## src/design/pje_pkg.sv

```systemverilog
// pje_pkg: widths, constants, codes and sideband types for the planar jog block
// no dependencies; used by every design file of the block
`timescale 1ns / 1ps

package pje_pkg;

  // field widths
  localparam int XW    = 19;   // coordinate
  localparam int CHW   = 17;   // radial change
  localparam int DIRW  = 2;    // rotation direction code
  localparam int CW    = 17;   // signed q16 trig constants

  // datapath widths
  localparam int ROTPW = XW + CW;      // rotation product
  localparam int ROTSW = ROTPW + 2;    // rotation product sum
  localparam int RXW   = XW + 1;       // rotated coordinate, unsaturated
  localparam int SQW   = 2 * RXW;      // square of a rotated coordinate
  localparam int VW    = 56;           // radicand, squared length shifted by 16
  localparam int LW    = VW / 2;       // length in 1/65536 mm
  localparam int NW    = LW + 2;       // numerator, signed
  localparam int PW    = RXW + NW;     // coordinate times numerator
  localparam int DW    = 49;           // rounded dividend magnitude
  localparam int QW    = 23;           // quotient magnitude

  // stream widths
  localparam int IN_DW  = 96;
  localparam int IN_UW  = DIRW;
  localparam int OUT_DW = 80;
  localparam int OUT_UW = 2;

  // pipeline stages in order: rotate mult, rotate sum, square, radicand, sqrt steps,
  // numerator mult, magnitude, divide steps, clamp
  localparam int LAT = 4 + LW + 2 + QW + 1;

  localparam logic signed [CW-1:0] COS_Q16 = 17'sd65523;
  localparam logic signed [CW-1:0] SIN_Q16 = 17'sd1147;

  localparam logic signed [XW-1:0] COORD_MIN = -19'sd262144;
  localparam logic signed [XW-1:0] COORD_MAX = 19'sd262143;

  typedef enum logic [DIRW-1:0] {
    DIR_NONE = 2'd0,
    DIR_POS  = 2'd1,
    DIR_NEG  = 2'd2
  } rot_dir_t;

  // sideband carried alongside the square root
  typedef struct packed {
    logic signed [XW-1:0]  x;
    logic signed [XW-1:0]  y;
    logic signed [XW-1:0]  z;
    logic signed [XW-1:0]  e;
    logic signed [CHW-1:0] ch;
    logic signed [RXW-1:0] rx;
    logic signed [RXW-1:0] ry;
    logic                  zero;
  } sb_sqrt_t;

  // sideband carried alongside the dividers
  typedef struct packed {
    logic signed [XW-1:0] x;
    logic signed [XW-1:0] y;
    logic signed [XW-1:0] z;
    logic signed [XW-1:0] e;
    logic                 zero;
    logic                 neg_x;
    logic                 neg_y;
  } sb_div_t;

endpackage

```

## src/design/pje_div.sv

```systemverilog
// pje_div: pipelined restoring divider, one quotient bit per stage
// depends on pje_pkg for default widths
`timescale 1ns / 1ps

module pje_div #(
  parameter int DW = pje_pkg::DW,
  parameter int LW = pje_pkg::LW,
  parameter int QW = pje_pkg::QW
) (
  input  logic          clk,
  input  logic          en,
  input  logic [DW-1:0] num_in,
  input  logic [LW-1:0] den_in,
  output logic [QW-1:0] quo_out
);

  localparam int MW = (DW > LW + QW) ? DW : LW + QW;

  logic [DW-1:0] rem_r [QW];
  logic [LW-1:0] den_r [QW];
  logic [QW-1:0] q_r   [QW];

  for (genvar k = 0; k < QW; k++) begin : g_stage
    localparam int I = QW - 1 - k;
    logic [DW-1:0] rem_in;
    logic [LW-1:0] den_k;
    logic [QW-1:0] q_in;
    logic [MW-1:0] sub;
    logic [MW-1:0] remw;
    logic [DW-1:0] rem_nxt;
    logic [QW-1:0] q_nxt;

    if (k == 0) begin : g_first
      assign rem_in = num_in;
      assign den_k  = den_in;
      assign q_in   = '0;
    end else begin : g_next
      assign rem_in = rem_r[k-1];
      assign den_k  = den_r[k-1];
      assign q_in   = q_r[k-1];
    end

    always_comb begin
      sub  = MW'(den_k) << I;
      remw = MW'(rem_in);
      if (remw >= sub) begin
        rem_nxt = DW'(remw - sub);
        q_nxt   = q_in | (QW'(1) << I);
      end else begin
        rem_nxt = rem_in;
        q_nxt   = q_in;
      end
    end

    always_ff @(posedge clk) begin
      if (en) begin
        rem_r[k] <= rem_nxt;
        den_r[k] <= den_k;
        q_r[k]   <= q_nxt;
      end
    end
  end

  assign quo_out = q_r[QW-1];

endmodule

```

## config.mk

```make
export PLATFORM = sky130hd
export DESIGN_NAME = pje_div
export DESIGN_NICKNAME = d
export VERILOG_FILES = /design/src/design/pje_pkg.sv /design/src/design/pje_div.sv
export SDC_FILE = /design/constraint.sdc
export NUM_CORES = 2
export LEC_CHECK = 0
export ABC_CLOCK_PERIOD_IN_PS = 8000
export BUFFER_PORTS_ARGS = -buffer_cell sky130_fd_sc_hd__buf_2
export CAP_MARGIN = 10
export CORE_UTILIZATION = 40
export CTS_CLUSTER_DIAMETER = 60
export CTS_CLUSTER_SIZE = 24
export DETAILED_ROUTE_END_ITERATION = 6
export PLACE_DENSITY = 0.66
export SLEW_MARGIN = 20
export SYNTH_ARGS = -nofsm -noshare
export SYNTH_HDL_FRONTEND = slang
export SYNTH_SLANG_ARGS = --single-unit
```

## constraint.sdc

```tcl
create_clock -name clk -period 8 [get_ports clk]
set_input_delay 0.4 -clock clk [delete_from_list [all_inputs] [get_ports clk]]
set_output_delay 0.4 -clock clk [all_outputs]
set_load 0.02 [all_outputs]
```

==> results.yml <==
global_route:
  grt_pass1_vias: 70500
  met1_usage_pct: 22.1
  gr-usage-all-layers_pct: 19.2
  use_met2_pct: 34.9
  grt_use_met3_pct: 2.67
  antenna_found_initial: 7
  grt_first_pass_wirelength_um: 397000
  grt_max_degree: 180
  busiest_layer: "met2"
  grt_overflow: 0
detailed_routing:
  drt_iter0_markers: 5476
  antenna_left: 0
  first_pass_iters: 7
  wl_per_cell_um: 19.7
  vias_per_cell: 5.40
  drc: 0
  drt-total-wl_um: 257000
  vias: 70300
floorplan:
  io_pins: 102
  dieWidth_um: 514
  core_area_mm2: 0.260
  chipHeight_um: 514
  dieArea_mm2: 0.264
  start_util_pct: 40.3
  rows: 187
yosys:
  yosysUniqueCellTypes: 94
  synth_fa_ha_area_share_pct: 8.09
  ys_top_cells_by_count: "edfxtp_1, inv_1, nand2_1"
  synth_top_area_share_pct: 56.4
  synth_cells: 9203
  synth_mux_area_share_pct: 1.21
  synth_compound_area_share_pct: 13.4
  ys_seq_elements: 1970
  synthArstFlopShare_pct: 0
  synth_edf_count: 1970
  avgSynthCellArea_um2: 11.4
  synth_top_family_by_area: "compound AO/OA/AOI/OAI gates"
  synth_xor_area_share_pct: 6.02
  synth_nets: 9947
  synth-simple-area-share_pct: 11.2
  synth_top_cell_by_area: "edfxtp_1"
  postSynth.topFlopCell: "edfxtp_1"
  seq_area_frac_synth_pct: 56.4
  yosysMostFrequentCell: "edfxtp_1"
  syn_area_mm2: 0.105
  yosysWarnings: 0
  synth_area_leaders: "edfxtp_1, ha_1, a21oi_1"
timing:
  holdWs_ns: 0.0629
  rsz0062_at_grt: "no"
  fin_worst_skew_ns: 0.0578
  fin_crit_sh_pct: 59.8
  fmax_ghz: 0.209
  setup_viol: 0
  max_slew_margin_pct: 23.9
  worstMarginPinSlew_ns: 1.14
  period_needed_ns: 4.78
  setup-tns-final_ns: 0
  maxSlewViolCount: 0
  hold_viol_final: 0
clock_tree:
  htreeDepth: 4
  clockBufferDepth: 3
  cts_tree: "done"
  cts_hold_buf: 77
  cts-root-buf: "clkbuf_16"
  cts.sinks: 1970
  numCtsBuffers: 153
  clk_latency_ns: 0.82
  cts_setup_buffers: 0
  clkTransAtPathRegs_ns: 0.09
  cts-resized-gates: 0
layout:
  seqCellArea_mm2: 0.0592
  stdcell_count: 13000
  multi_input_area_mm2: 0.0421
  fin_area_mm2: 0.116
  syn_to_final_growth_pct: 10.4
  drive_above_1_share_pct: 6.42
  nNetsFinal: 10100
  fill_cells: 23900
  final_util_pct: 44.5
setup_path:
  cp_data_arrival_time_ns: 5.35
  critPathKind: "reg2reg"
  end_kind: "flop"
  cp.required_ns: 8.57
  crit_fanout: 43
  start_kind: "flop"
flow_run:
  cap_violations: 0
power_and_ir_drop:
  vdd_drop_max_mv: 0.256
  power.density_mw_per_mm2: 344
  swShare_pct: 36.9
  combPwrFrac_pct: 39.2
  p_int_w: 0.0251
  p_seq_share_pct: 40.6
  leakage_nw: 44.4
  p_clk_share_pct: 20.3
  switchingPower_w: 0.0147
placement:
  place_inst: 12700
  place_area_mm2: 0.110
  place_hpwl_um: 198000
  gp_congestion: 0.954
  portBuffers: 101
outcome:
  outcome: "finished, final reports clean"
min_path:
  hp-class: "in2reg"
==> kinds of logic after synthesis <==
logic type | after synthesis
simple gates | 2441
mux | 114
buf+inv | 999
fa+ha+maj | 665
flops | 1970
compound gates | 2293
xor+xnor | 721
==> final cells by class <==
cell class / count / area share (%)
clock buffer: 172 / 3.48
timing repair buffer: 235 / 1.59
inverter: 805 / 2.61
sequential: 1970 / 51.1
antenna: 4 / 0.00865
tap: 3496 / 3.78
clock inverter: 107 / 1.08
multi-input combinational: 6234 / 36.4
==> critical path, cell delays in order (launching register included) <==
cell and delay [ns]:
edfxtp_1 0.42, inv_1 0.08, ha_1 0.18, fa_1 0.22, nor2b_1 0.07, o31a_1 0.27, o221a_2 0.29, o41a_1 0.38
a211o_1 0.30, a21oi_1 0.51, o21ai_1 0.28, a311oi_4 0.62, buf_4 0.50, mux2_2 0.39
==> placed cells by master (no fill, tap or decap), types with 24 or more instances in the layout <==
cell type / Yosys / final
buf_2: 10 / 100
ha_1: 643 / 643
nand3_1: 150 / 150
o31ai_1: 67 / 67
buf_4: 0 / 47
nand2b_1: 89 / 89
nor3_1: 177 / 176
nand2_1: 785 / 785
inv_1: 802 / 801
dlygate4sd3_1: 0 / 77
or4_1: 35 / 35
nor2b_1: 107 / 106
inv_6: 0 / 25
mux2_2: 105 / 105
a31oi_1: 66 / 66
nor4_1: 116 / 113
a21o_1: 311 / 311
edfxtp_1: 1970 / 1970
o31a_1: 25 / 24
clkbuf_16: 0 / 159
or2_2: 34 / 34
or3_1: 49 / 49
a21oi_1: 712 / 709
o21ai_0: 633 / 633
a211oi_1: 52 / 52
o211ai_1: 32 / 32
o21a_1: 113 / 113
and3_1: 67 / 66
and2_1: 46 / 46
nand4_1: 106 / 106
nor2_1: 570 / 569
o21bai_1: 76 / 76
xor2_1: 329 / 329
xnor2_1: 392 / 392
==> sequential cells by signal, summed over array words and instances, names as in the netlist <==
| name | flops |
|---|---|
| den_r | 616 |
| q_r | 276 |
| rem_r | 1078 |
==> power groups by stage <==
stage,Clock [W],Combinational (W),Sequential (W)
global route,0.00867,0.0173,0.0164
floorplan,0,0.0117,0.0155
detailed placement,0,0.0153,0.0163
global placement,0,0.0151,0.0163
finish,0.00807,0.0156,0.0161
CTS,0.00830,0.0155,0.0161
==> final timing paths <==
check | to | from | slack [ns] | cells after the start
worst max-delay path | rem_r[0][170] | rem_r[0][117] | 3.22 | 13
worst min-delay path | den_r[2][114] | en | 0.06 | 1
worst max register to register | rem_r[0][170] | rem_r[0][117] | 3.22 | 13
worst min register to register | q_r[2][74] | q_r[2][51] | 0.41 | 0
==> layer usage <==
layer / wire [um] / part of all wire, %
met1: 103000 / 40
met2: 131000 / 51
met3: 10900 / 4.3
met4: 11900 / 4.7
met5: 42 / 0.016
==> per-stage QoR <==
| step | setup slack (ns) | power [W] |
|---|---|---|
| finish | 3.22 | 0.0398 |
| global placement | 3.07 | 0.0314 |
| CTS | 3.25 | 0.0399 |
| detailed placement | 3.27 | 0.0317 |
| floorplan | 4.42 | 0.0272 |
| global route | 2.93 | 0.0423 |
Power figures use the tool's default switching activity.
