## src/design/pje_pkg.sv

```systemverilog
// pje_pkg: widths, constants, codes and sideband types for the planar jog block
// no dependencies; used by every design file of the block
`timescale 1ns / 1ps

package pje_pkg;

  // field widths
  localparam int XW    = 19;   // coordinate
  localparam int CHW   = 17;   // radial change
  localparam int DIRW  = 2;    // rotation direction code
  localparam int CW    = 17;   // signed q16 trig constants

  // datapath widths
  localparam int ROTPW = XW + CW;      // rotation product
  localparam int ROTSW = ROTPW + 2;    // rotation product sum
  localparam int RXW   = XW + 1;       // rotated coordinate, unsaturated
  localparam int SQW   = 2 * RXW;      // square of a rotated coordinate
  localparam int VW    = 56;           // radicand, squared length shifted by 16
  localparam int LW    = VW / 2;       // length in 1/65536 mm
  localparam int NW    = LW + 2;       // numerator, signed
  localparam int PW    = RXW + NW;     // coordinate times numerator
  localparam int DW    = 49;           // rounded dividend magnitude
  localparam int QW    = 23;           // quotient magnitude

  // stream widths
  localparam int IN_DW  = 96;
  localparam int IN_UW  = DIRW;
  localparam int OUT_DW = 80;
  localparam int OUT_UW = 2;

  // pipeline stages in order: rotate mult, rotate sum, square, radicand, sqrt steps,
  // numerator mult, magnitude, divide steps, clamp
  localparam int LAT = 4 + LW + 2 + QW + 1;

  localparam logic signed [CW-1:0] COS_Q16 = 17'sd65523;
  localparam logic signed [CW-1:0] SIN_Q16 = 17'sd1147;

  localparam logic signed [XW-1:0] COORD_MIN = -19'sd262144;
  localparam logic signed [XW-1:0] COORD_MAX = 19'sd262143;

  typedef enum logic [DIRW-1:0] {
    DIR_NONE = 2'd0,
    DIR_POS  = 2'd1,
    DIR_NEG  = 2'd2
  } rot_dir_t;

  // sideband carried alongside the square root
  typedef struct packed {
    logic signed [XW-1:0]  x;
    logic signed [XW-1:0]  y;
    logic signed [XW-1:0]  z;
    logic signed [XW-1:0]  e;
    logic signed [CHW-1:0] ch;
    logic signed [RXW-1:0] rx;
    logic signed [RXW-1:0] ry;
    logic                  zero;
  } sb_sqrt_t;

  // sideband carried alongside the dividers
  typedef struct packed {
    logic signed [XW-1:0] x;
    logic signed [XW-1:0] y;
    logic signed [XW-1:0] z;
    logic signed [XW-1:0] e;
    logic                 zero;
    logic                 neg_x;
    logic                 neg_y;
  } sb_div_t;

endpackage

```

## src/design/pje_isqrt.sv

```systemverilog
// pje_isqrt: pipelined integer square root, one result bit per stage
// depends on pje_pkg for the default width
`timescale 1ns / 1ps

module pje_isqrt #(
  parameter int OW = pje_pkg::LW
) (
  input  logic              clk,
  input  logic              en,
  input  logic [2*OW-1:0]   v_in,
  output logic [OW-1:0]     root_out
);

  localparam int RW = OW + 3;

  logic [RW-1:0]   rem_r  [OW];
  logic [OW-1:0]   root_r [OW];
  logic [2*OW-1:0] v_r    [OW];

  for (genvar k = 0; k < OW; k++) begin : g_stage
    localparam int I = OW - 1 - k;
    logic [RW-1:0]   rem_in;
    logic [OW-1:0]   root_in;
    logic [2*OW-1:0] v_k;
    logic [RW-1:0]   rem_t;
    logic [RW-1:0]   trial;
    logic [RW-1:0]   rem_nxt;
    logic [OW-1:0]   root_nxt;

    if (k == 0) begin : g_first
      assign rem_in  = '0;
      assign root_in = '0;
      assign v_k     = v_in;
    end else begin : g_next
      assign rem_in  = rem_r[k-1];
      assign root_in = root_r[k-1];
      assign v_k     = v_r[k-1];
    end

    always_comb begin
      rem_t = {rem_in[RW-3:0], v_k[2*I+1 -: 2]};
      trial = (RW'(root_in) << 2) | RW'(1);
      if (rem_t >= trial) begin
        rem_nxt  = rem_t - trial;
        root_nxt = {root_in[OW-2:0], 1'b1};
      end else begin
        rem_nxt  = rem_t;
        root_nxt = {root_in[OW-2:0], 1'b0};
      end
    end

    always_ff @(posedge clk) begin
      if (en) begin
        rem_r[k]  <= rem_nxt;
        root_r[k] <= root_nxt;
        v_r[k]    <= v_k;
      end
    end
  end

  assign root_out = root_r[OW-1];

endmodule

```

## config.mk

```make
export PLATFORM = sky130hd
export DESIGN_NAME = pje_isqrt
export DESIGN_NICKNAME = d
export VERILOG_FILES = /design/src/design/pje_pkg.sv /design/src/design/pje_isqrt.sv
export SDC_FILE = /design/constraint.sdc
export NUM_CORES = 2
export LEC_CHECK = 0
export ABC_CLOCK_PERIOD_IN_PS = 3900
export BUFFER_PORTS_ARGS = -buffer_cell sky130_fd_sc_hd__buf_2
export CORE_MARGIN = 2
export CORE_UTILIZATION = 55
export CTS_CLUSTER_SIZE = 40
export DETAILED_ROUTE_END_ITERATION = 16
export GPL_ROUTABILITY_DRIVEN = 1
export PLACE_DENSITY = 0.77
export SYNTH_ARGS = -nofsm -noshare
export SYNTH_HDL_FRONTEND = slang
export SYNTH_SLANG_ARGS = --single-unit
```

## constraint.sdc

```tcl
create_clock -name clk -period 3.9 [get_ports clk]
set_input_delay 0.195 -clock clk [delete_from_list [all_inputs] [get_ports clk]]
set_output_delay 0.195 -clock clk [all_outputs]
set_load 0.01 [all_outputs]
```

==> results.ini <==
[run_status]
run_status=finished, final reports clean

[logic_synthesis]
ys_warns=0
synthTopCellsByArea=sky130_fd_sc_hd__edfxtp_1 (65%), sky130_fd_sc_hd__ha_1 (6.2%), sky130_fd_sc_hd__xor2_1 (3.2%)
synthesis.area_per_instance_um2=12.98
number_of_flops_mapped_to_enable_cells_by_yosys=1904
mappedNetlistNets=7307
most_frequently_used_flop_master_after_synthesis=sky130_fd_sc_hd__edfxtp_1
synth_area_leader_cell=sky130_fd_sc_hd__edfxtp_1
synthesis.area_mm2=0.08844
post_synth_inst_count=6813
synth-seq-cells=1904
synthDistinctLibCells=94
synth_largest_type_area_fraction_pct=64.65
postSynth.asyncResetShare_pct=0
ys_seq_area_share_pct=64.65

[timing]
finClkSkew_ns=0.05315
worst_pin_slew_ns=0.8998
layout_min_cycle_time_ns=3.731
timing.slew.headroom_pct=39.46
final.hold.worst_slack_ns=0.08018
grt_setup_unrepaired=no
final-setup-viol-count=0
layout_worst_path_cycle_share_pct=95.67
finalMaxSlewViolations=0
timing_hold_violations_final=0
final_critical_path_setup_slack_ns=0.1689
max_freq_mhz=268.0
totalNegativeSetupSlack_ns=0

[die]
design.die.area_mm2=0.1640
row_count=147
dieWidth_um=405.0
die_h_um=405.0
floorplan.initialDensity_pct=55.21
num_io_pins=86
core-area_mm2=0.1602

[pwr]
sequential_power_share_pct=48.3
p_clk_share_pct=32.3
cellPowerDensity_mw_per_mm2=572.6
ir_worst_vdd_v=0.0004968
leakage_power_figure_nw=38.04
power_report.internal_total_mw=41.07
share_comb_of_total_power_pct=19.4
power.total_mw=56.73
power_switching_share_pct=27.60
power.switching_mw=15.66

[setup_path]
rr_endpoint=rem_r[1][262]
ff2ff_path_depth=10
rr_startpoint=rem_r[1][219]
timing.critical_path.arrival_ns=4.29
timing_worst_setup_path_type=flop to flop
register_to_register_setup_slack_ns=0.17
worst_ep_required_time_ns=4.46
endpoint_kind=flop
critical_path.startpoint_type=flop
crit_path_max_fanout=44

[placed_design]
dp_hpwl_um=122000
finalWeightedCongestion=0.9122
placement.setup.worst_slack_ns=-0.2828
port_buffers=85
placedInstanceArea_mm2=0.09215

[min_path]
hold-path-cell-count=2
hold_path.startpoint=v_in[37]
worst_hold_path.endpoint=v_r[0][37]
worstHoldPathType=input pin to flop

[drt]
drt-initial-drc-count=4400
postRouteAntennaNets=0
wl_per_cell_um=18.16
num_vias=53240
remaining_drcs=0
firstDrtPassIters=6
drt-total-wl_um=171500
vias_per_cell=5.639

[run]
cap_viol_max_count=0

[cts]
root_buffer=sky130_fd_sc_hd__clkbuf_16
clock_sink_count=1904
clock_tree.htree_level_count=4
clk_pin_slew_ns=0.06
number_of_buffers_on_the_longest_clock_path=3
worst_skew_pair.late_latency_ns=0.84
cts_made_buffers=190
tritoncts_clock_tree=yes
post-cts-setup-buffers=0

[global_routing]
global_route.overflow_total=0
grt.total_usage_pct=20.86
grt_pass1_wl_um=274600
first_global_vias=52930
antenna_found_initial=1
largest_net_degree_at_the_start_of_global_routing=119

[final_layout]
final_layout_size_suffix_gt1_share_pct=8.131
areaGrowthSynthToFinish_pct=12.02
num_antenna_cells=0
finish.instance_area_mm2=0.09908
nets=7616

==> layer usage <==
| metal | part of all wire (%) | global-route usage, % | vias up |
|---|---|---|---|
| li1 | - | - | 25790 |
| met1 | 42 | 26.39 | 25590 |
| met2 | 51 | 36.49 | 1469 |
| met3 | 4.7 | 3.071 | 392 |
| met4 | 3.3 | 7.509 | 0 |
| met5 | 0 | 0 | - |
==> cell type report <==
| type | instances | area, um2 |
|---|---|---|
| fill | 12070 | 61120 |
| sequential | 1904 | 57170 |
| multi-input combinational | 4243 | 28830 |
| clock buffer | 229 | 4943 |
| tap | 2160 | 2703 |
| inverter | 550 | 2067 |
| timing repair buffer | 233 | 1984 |
| clock inverter | 122 | 1371 |
==> how the worst max path moves through the flow <==
| stage | startpoint | end | slack (ns) |
|---|---|---|---|
| 4_1_cts | rem_r[1][109] | rem_r[1][145] | 0.06 |
| 3_3_place_gp | rem_r[1][109] | rem_r[1][145] | -0.42 |
| 6_report | rem_r[1][219] | rem_r[1][262] | 0.17 |
| 3_5_place_dp | rem_r[1][109] | rem_r[1][145] | -0.28 |
| 5_1_grt | root_r[0][140] | rem_r[0][198] | 0.01 |
| 2_1_floorplan | rem_r[1][219] | rem_r[1][262] | 0.56 |
==> registers in the layout, summed over array words and instances (netlist names) <==
| name | count |
|---|---|
| v_r | 756 |
| root_r | 406 |
| rem_r | 742 |
==> cell usage after synthesis, drive strengths merged, types with 8 or more instances <==
| cell | count |
|---|---|
| a2111oi | 14 |
| a211o | 8 |
| a211oi | 33 |
| a21boi | 20 |
| a21o | 166 |
| a21oi | 434 |
| a31oi | 27 |
| and2 | 20 |
| and3 | 32 |
| buf | 26 |
| clkbuf | 90 |
| edfxtp | 1904 |
| ha | 436 |
| inv | 549 |
| mux2 | 56 |
| mux2i | 8 |
| nand2 | 459 |
| nand2b | 75 |
| nand3 | 106 |
| nand3b | 17 |
| nand4 | 68 |
| nor2 | 441 |
| nor2b | 69 |
| nor3 | 186 |
| nor3b | 16 |
| nor4 | 87 |
| nor4b | 13 |
| o211ai | 23 |
| o21a | 78 |
| o21ai | 343 |
| o21bai | 46 |
| o22ai | 8 |
| o31a | 9 |
| o31ai | 38 |
| o41ai | 14 |
| or2 | 39 |
| or3 | 80 |
| or4 | 49 |
| xnor2 | 288 |
| xor2 | 328 |
==> through the flow <==
stage | std cells | utilization (%)
5_1_grt | 9441 | 61.84
3_5_place_dp | 9032 | 57.52
4_1_cts | 9441 | 61.83
2_1_floorplan | 6813 | -
6_report | 9441 | 61.84
3_3_place_gp | 9032 | 57.52
==> what timing repair did <==
| item | CTS | global route |
|---|---|---|
| gates resized for setup | 2 | 5 |
| hold buffers | 58 | 0 |
| pin swaps | 0 | 1 |
| hold endpoints to repair | 147 | 0 |
| endpoints found under the setup margin | 18 | 8 |
==> kinds of logic (layout without fill, tap and decap cells) <==
| kind of cell | after synthesis | in the layout | share of synthesized area, % |
|---|---|---|---|
| flip-flops | 1904 | 1904 | 64.65 |
| AND/OR/NAND/NOR | 1785 | 1785 | 9.999 |
| AO/OA/AOI/OAI | 1341 | 1341 | 9.401 |
| buffers and inverters | 666 | 1134 | 2.878 |
| XOR/XNOR | 616 | 616 | 6.100 |
| other | 1 | 1 | 0.004240 |
| adder cells (fa/ha/maj) | 436 | 436 | 6.168 |
| multiplexers | 64 | 64 | 0.8036 |
==> placed cells by master (no fill, tap or decap), types with 166 or more instances in the layout <==
cell type                   count
sky130_fd_sc_hd__edfxtp_1    1904
sky130_fd_sc_hd__o21ai_0      338
sky130_fd_sc_hd__a21oi_1      433
sky130_fd_sc_hd__xor2_1       328
sky130_fd_sc_hd__a21o_1       166
sky130_fd_sc_hd__nor3_1       183
sky130_fd_sc_hd__ha_1         436
sky130_fd_sc_hd__xnor2_1      288
sky130_fd_sc_hd__nand2_1      459
sky130_fd_sc_hd__inv_1        548
sky130_fd_sc_hd__clkbuf_16    192
sky130_fd_sc_hd__nor2_1       441
==> critical path, cell delays in order, from the launching register on <==
cell	delay (ns)
sky130_fd_sc_hd__edfxtp_1	0.39
sky130_fd_sc_hd__ha_1	0.42
sky130_fd_sc_hd__a2111oi_2	0.60
sky130_fd_sc_hd__o21ai_0	0.25
sky130_fd_sc_hd__a31oi_1	0.30
sky130_fd_sc_hd__a211oi_1	0.19
sky130_fd_sc_hd__a211oi_1	0.41
sky130_fd_sc_hd__a21o_1	0.18
sky130_fd_sc_hd__nand3_2	0.07
sky130_fd_sc_hd__buf_4	0.30
sky130_fd_sc_hd__mux2_2	0.33
==> power groups by stage <==
stage          logic (mW)  registers [mW]  clock network [mW]
2_1_floorplan        8.04            27.1                   0
3_3_place_gp         10.6            27.8                   0
3_5_place_dp         10.8            27.8                   0
4_1_cts              10.9            27.4                18.7
5_1_grt              12.3            27.7                19.6
6_report             11.0            27.4                18.3
No activity file was read; power rests on OpenSTA's default activity.
